## src/sv/pnrf_pkg.sv

```systemverilog
package pnrf_pkg;

   localparam int MAX_WIDTH_DEF    = 256;
   localparam int MAX_HEIGHT_DEF   = 256;
   localparam int CHANNEL_BITS_DEF = 16;

   localparam int FIELD_BITS     = 16;
   localparam int COORD_BITS     = 8;
   localparam int DIM_BITS       = 9;
   localparam int BYTE_BITS      = 8;
   localparam int WORD_BITS      = 32;
   localparam int DIVIDEND_BITS  = FIELD_BITS + BYTE_BITS;
   localparam int DIV_STEPS      = 8;
   localparam int CSR_INDEX_BITS = 2;
   localparam int CSR_DATA_BITS  = 9;

   localparam logic [BYTE_BITS-1:0] ALPHA_BYTE = 8'hFF;
   localparam logic [BYTE_BITS-1:0] FULL_BYTE  = 8'hFF;

   localparam logic [DIM_BITS-1:0] SIZE_RESET = 9'd256;

   localparam logic [1:0] OP_WRITE = 2'd0;
   localparam logic [1:0] OP_PEAK  = 2'd1;
   localparam logic [1:0] OP_READ  = 2'd2;

   localparam logic [1:0] KIND_PIXEL = 2'd0;
   localparam logic [1:0] KIND_PEAK  = 2'd1;
   localparam logic [1:0] KIND_RANGE = 2'd2;

   localparam logic [CSR_INDEX_BITS-1:0] CSR_WIDTH  = 2'd0;
   localparam logic [CSR_INDEX_BITS-1:0] CSR_HEIGHT = 2'd1;
   localparam logic [CSR_INDEX_BITS-1:0] CSR_ORDER  = 2'd2;

   localparam logic [1:0] CH_RED   = 2'd0;
   localparam logic [1:0] CH_GREEN = 2'd1;
   localparam logic [1:0] CH_BLUE  = 2'd2;

   typedef enum logic [2:0] {
      ST_CLEAR,
      ST_IDLE,
      ST_FETCH,
      ST_CONV,
      ST_WAIT,
      ST_PEAK,
      ST_DRAIN,
      ST_EMIT
   } state_type;

   typedef struct packed {
      logic                  start;
      logic [FIELD_BITS-1:0] value;
      logic [FIELD_BITS-1:0] peak;
   } div_req_type;

   typedef struct packed {
      logic                 done;
      logic [BYTE_BITS-1:0] quotient;
   } div_rsp_type;

endpackage

```

## src/sv/pnrf_divider.sv

```systemverilog
module pnrf_divider (
   input  logic                  clock,
   input  logic                  reset,
   input  pnrf_pkg::div_req_type div_req,
   output pnrf_pkg::div_rsp_type div_rsp
);

   import pnrf_pkg::*;

   localparam int CNT_BITS = $clog2(DIV_STEPS);

   logic                     busy_ff, busy_in;
   logic                     done_ff, done_in;
   logic [CNT_BITS-1:0]      cnt_ff, cnt_in;
   logic [FIELD_BITS-1:0]    rem_ff, rem_in;
   logic [FIELD_BITS-1:0]    divisor_ff, divisor_in;
   logic [BYTE_BITS-1:0]     low_ff, low_in;
   logic [BYTE_BITS-1:0]     quot_ff, quot_in;
   logic [DIVIDEND_BITS-1:0] dividend;
   logic [FIELD_BITS:0]      trial;
   logic [FIELD_BITS:0]      diff;
   logic                     fits;

   // value * 255 as (value << 8) - value.
   assign dividend = {div_req.value, {BYTE_BITS{1'b0}}}
                   - {{BYTE_BITS{1'b0}}, div_req.value};

   assign trial = {rem_ff, low_ff[BYTE_BITS-1]};
   assign diff  = trial - {1'b0, divisor_ff};
   assign fits  = (trial >= {1'b0, divisor_ff});

   always_comb begin
      busy_in    = busy_ff;
      done_in    = 1'b0;
      cnt_in     = cnt_ff;
      rem_in     = rem_ff;
      divisor_in = divisor_ff;
      low_in     = low_ff;
      quot_in    = quot_ff;
      if (div_req.start) begin
         if (div_req.peak == '0) begin
            quot_in = '0;
            done_in = 1'b1;
            busy_in = 1'b0;
         end else if (div_req.value >= div_req.peak) begin
            // The quotient would be 255 or more, so the byte saturates.
            quot_in = FULL_BYTE;
            done_in = 1'b1;
            busy_in = 1'b0;
         end else begin
            // Below the peak the quotient fits in one byte, so the upper
            // dividend bits already form a remainder below the divisor.
            rem_in     = dividend[DIVIDEND_BITS-1:BYTE_BITS];
            low_in     = dividend[BYTE_BITS-1:0];
            divisor_in = div_req.peak;
            cnt_in     = CNT_BITS'(DIV_STEPS - 1);
            busy_in    = 1'b1;
         end
      end else if (busy_ff) begin
         rem_in  = fits ? diff[FIELD_BITS-1:0] : trial[FIELD_BITS-1:0];
         low_in  = {low_ff[BYTE_BITS-2:0], 1'b0};
         quot_in = {quot_ff[BYTE_BITS-2:0], fits};
         if (cnt_ff == '0) begin
            busy_in = 1'b0;
            done_in = 1'b1;
         end else begin
            cnt_in = cnt_ff - 1'b1;
         end
      end
   end

   always_ff @(posedge clock) begin
      if (reset) begin
         busy_ff <= 1'b0;
         done_ff <= 1'b0;
      end else begin
         busy_ff <= busy_in;
         done_ff <= done_in;
      end
   end

   always_ff @(posedge clock) begin
      cnt_ff     <= cnt_in;
      rem_ff     <= rem_in;
      divisor_ff <= divisor_in;
      low_ff     <= low_in;
      quot_ff    <= quot_in;
   end

   assign div_rsp.done     = done_ff;
   assign div_rsp.quotient = quot_ff;

endmodule

```

## config.mk

```make
export PLATFORM = sky130hd
export DESIGN_NAME = pnrf_divider
export DESIGN_NICKNAME = d
export VERILOG_FILES = /design/src/sv/pnrf_pkg.sv /design/src/sv/pnrf_divider.sv
export SDC_FILE = /design/constraint.sdc
export NUM_CORES = 1
export LEC_CHECK = 0
export BUFFER_PORTS_ARGS = -buffer_cell sky130_fd_sc_hd__buf_2
export CORE_ASPECT_RATIO = 1.5
export CORE_MARGIN = 8
export CORE_UTILIZATION = 50
export DETAILED_ROUTE_END_ITERATION = 7
export GPL_TIMING_DRIVEN = 0
export PLACE_DENSITY_LB_ADDON = 0.08
export SYNTH_ARGS = -nofsm -noshare
export SYNTH_HDL_FRONTEND = slang
export SYNTH_SLANG_ARGS = --single-unit
```

## constraint.sdc

```tcl
create_clock -name clock -period 3.7 [get_ports clock]
set_clock_uncertainty 0.05 [all_clocks]
set_input_delay 0.555 -clock clock [delete_from_list [all_inputs] [get_ports clock]]
set_output_delay 0.555 -clock clock [all_outputs]
set_load 0.05 [all_outputs]
```

==> key figures <==
Yosys
  – Synthesized area per cell: 9.97 sq um
  – Post-synth EDFFs: 51
  – Synth area leader: edfxtp_1
  – Top cell type's share of synthesized area: 36.0%
  – Top post-synthesis cells by area: edfxtp_1 (36%), ha_1 (13%), xnor2_1 (5.1%)
  – Flops & latches, synth: 53
  – Ys async rst share: 0%
  – Post-Syn Instances: 427
  – Ys flop type: edfxtp_1
  – Sequential share of the synthesized area: 36.9%
  – Yosys warns: 0
  – Synthesized netlist net count: 506
  – Syn Std Cell Area: 4260 sq um
  – Post-synthesis cell type count: 61

Worst setup path
  – CP max stage cell: nand2_2
  – Arrival time at the worst endpoint: 3.15 ns
  – Worst reg2reg setup slack: 0.75 ns
  – Crit-path max cell delay: 0.55 ns
  – CP startpoint kind: primary input
  – RR Endpoint: rem_ff[12]
  – Worst-path cell chain: buf_2 -> inv_1 -> ha_1 -> nand2b_1 -> a21o_1 -> a211o_1 -> a31o_2 -> a2111oi_4 -> o211ai_2 -> nand2_2
  – Critical path class: primary input to flip-flop
  – R2R depth: 11
  – Req. time, crit path: 3.59 ns
  – CP max FO: 24
  – R2R Path Start: low_ff[7]
  – CP endpoint kind: flip-flop

Placed design
  – GPL Wtd Cong: 0.885
  – Post-Place Setup Slack: -0.269 ns
  – Detail Placement HPWL: 8.94 mm
  – Placed Instance Area: 4610 sq um
  – Port Buffers: 43

Finish
  – Filler cells: 762
  – Post-route cell area: 4780 sq um
  – # nets final: 556
  – Fin util: 57.1%
  – Most common cell after layout, fill and taps aside: inv_1
  – Area grow syn2layout: 12.2%
  – Share of post-route cells with drive strength above 1: 16.3%
  – N_diodes: 0
  – Most frequent cells in the layout: inv_1 (53), edfxtp_1 (51), buf_2 (45), ha_1 (43), a21oi_1 (27)

Clock network
  – Clock latency on the worst-skew pair: 0.30 ns
  – Clock root buffer: clkbuf_16
  – CTS tree: built
  – Num CTS Buffers: 5
  – CTS max path bufs: 2
  – CTS Sinks: 53
  – Clock Pin Slew Worst Setup and Hold Paths: 0.07 ns
  – Post-CTS setup buffer count: 0
  – Htree depth: 2

GRT
  – First-pass GRT wire length: 17.7 mm
  – Routing usage on met3: 3.47%
  – Busiest grt layer: met2
  – Met1 Usage GRT: 20.5%
  – Vias in the first global route: 3,494
  – Antenna violations before repair: 0
  – Gr usage total: 19.3%
  – Met2 usage: 35.3%
  – Largest net degree at the start of global routing: 25
  – GRT overflow: 0

STA
  – Slew Viols, Final: 0
  – Final worst slack: 0.434 ns
  – Final worst-path cycle share: 88.3%
  – Final Hold Viols: 0
  – Final min period: 3.27 ns
  – Final setup violation count: 0
  – Hold Slack: 0.390 ns
  – RSZ-0062 raised after global routing: no
  – Least-Margin Pin Slew: 0.882 ns
  – Rel. slew slack: 41.2%
  – FMAX: 306 MHz

Floorplan
  – Initial Util: 50.9%
  – I/O pins: 44
  – Die Area: 11,800 sq um
  – Die height: 129 microns
  – Placeable core area: 8360 sq um
  – Die width: 91.3 microns
  – Standard-cell rows: 41

Routing
  – Post-DRT Antenna Nets: 0
  – Vias per inst: 5.60
  – Drt wl/cell: 18.7 microns
  – Via count: 3,276
  – DR iter-0 viols: 135
  – DR DRC count: 0
  – Final wirelength: 11.0 mm
  – 1st-pass router iterations: 4

Pwr
  – Total power: 0.00224 W
  – PwrDens: 469 nW/um^2
  – Pleak: 2.08 nW
  – Maximum vdd drop: 0.329 mV

Hold path
  – Worst Hold Depth: 2
  – Hold Path Sink: busy_ff
  – Worst hold start: reset
  – Min-delay worst type: primary input to flip-flop

Outcome
  – Outcome: completed

Flow run
  – Max_cap viols: 0
## kinds of logic after synthesis
logic type	after synthesis	synth area share [%]
muxes	23	5.58
buffers and inverters	66	6.23
and+or+nand+nor	94	11.5
AOI/OAI and AO/OA	115	20.1
adders and majority gates	44	13.1
DFF	53	36.9
xor gates and xnor gates	32	6.58
## worst max-delay path: cells and delay by family
kind,cells,cell delay [ns]
adder cells (fa/ha/maj),1,0.27
buffers and inverters,2,0.24
AND/OR/NAND/NOR,2,0.68
AO/OA/AOI/OAI,5,1.38
## routing by layer
metal | vias up | wire length (microns)
met5 | - | 0
met4 | 0 | 494
met3 | 22 | 315
met2 | 56 | 5710
met1 | 1542 | 4450
li1 | 1656 | -
## how the worst max path moves through the flow
| stage | start | to | slack (ns) | depth (start not counted) |
|---|---|---|---|---|
| after floorplan | div_req[16] | low_ff[0] | 0.50 | 9 |
| after global placement | div_req[16] | low_ff[1] | -0.19 | 10 |
| after detailed placement | div_req[16] | low_ff[7] | -0.27 | 10 |
| after CTS | div_req[16] | rem_ff[13] | 0.04 | 10 |
| after global routing | div_req[16] | low_ff[2] | 0.28 | 10 |
| final | div_req[16] | low_ff[6] | 0.43 | 10 |
## final cells by class
class                   instances  area, sq um  area share [%]
plain buffers                  13         66.3            1.39
clock buffers                   6          129            2.70
clock inverters                 2         38.8           0.812
inverters                      53          199            4.16
multi-input cells             308         2420            50.7
flip-flops and latches         53         1570            32.9
well taps                     107          134            2.80
repair buffers                 43          215            4.50
## what timing repair did
action,CTS,global route
setup endpoints to repair,0,24
hold buffers,0,0
resized for setup,0,1
## synth_stat cells (4+ instances only)
cell,count
a211oi_1,5
a21o_1,14
a21oi_1,27
a22oi_1,4
clkbuf_1,5
edfxtp_1,51
ha_1,43
inv_1,53
mux2_2,6
mux2i_1,17
nand2_1,26
nand2b_1,8
nand3_1,6
nand4_1,5
nor2_1,16
nor2b_1,6
nor3_1,10
nor4_1,5
o21a_1,14
o21ai_0,10
o21ai_1,6
xnor2_1,25
xor2_1,7
## metrics by stage
| stage | std cells | TNS [ns] |
|---|---|---|
| after floorplan | 427 | 0 |
| after CTS | 585 | 0 |
| after global routing | 585 | 0 |
| final | 585 | 0 |
| after detailed placement | 577 | -6.41 |
| after global placement | 577 | -4.44 |
## flip-flops by register name (all words and copies together) (netlist names)
name        count
divisor_ff     16
quot_ff         8
rem_ff         16
done_ff         1
low_ff          8
cnt_ff          3
busy_ff         1
## power by group
| part | switching, W | internal, W |
|---|---|---|
| clock | 0.000214 | 0.000321 |
| sequential | 0.0000322 | 0.000764 |
| combinational | 0.000535 | 0.000374 |
No activity file was read; power rests on OpenSTA's default activity.
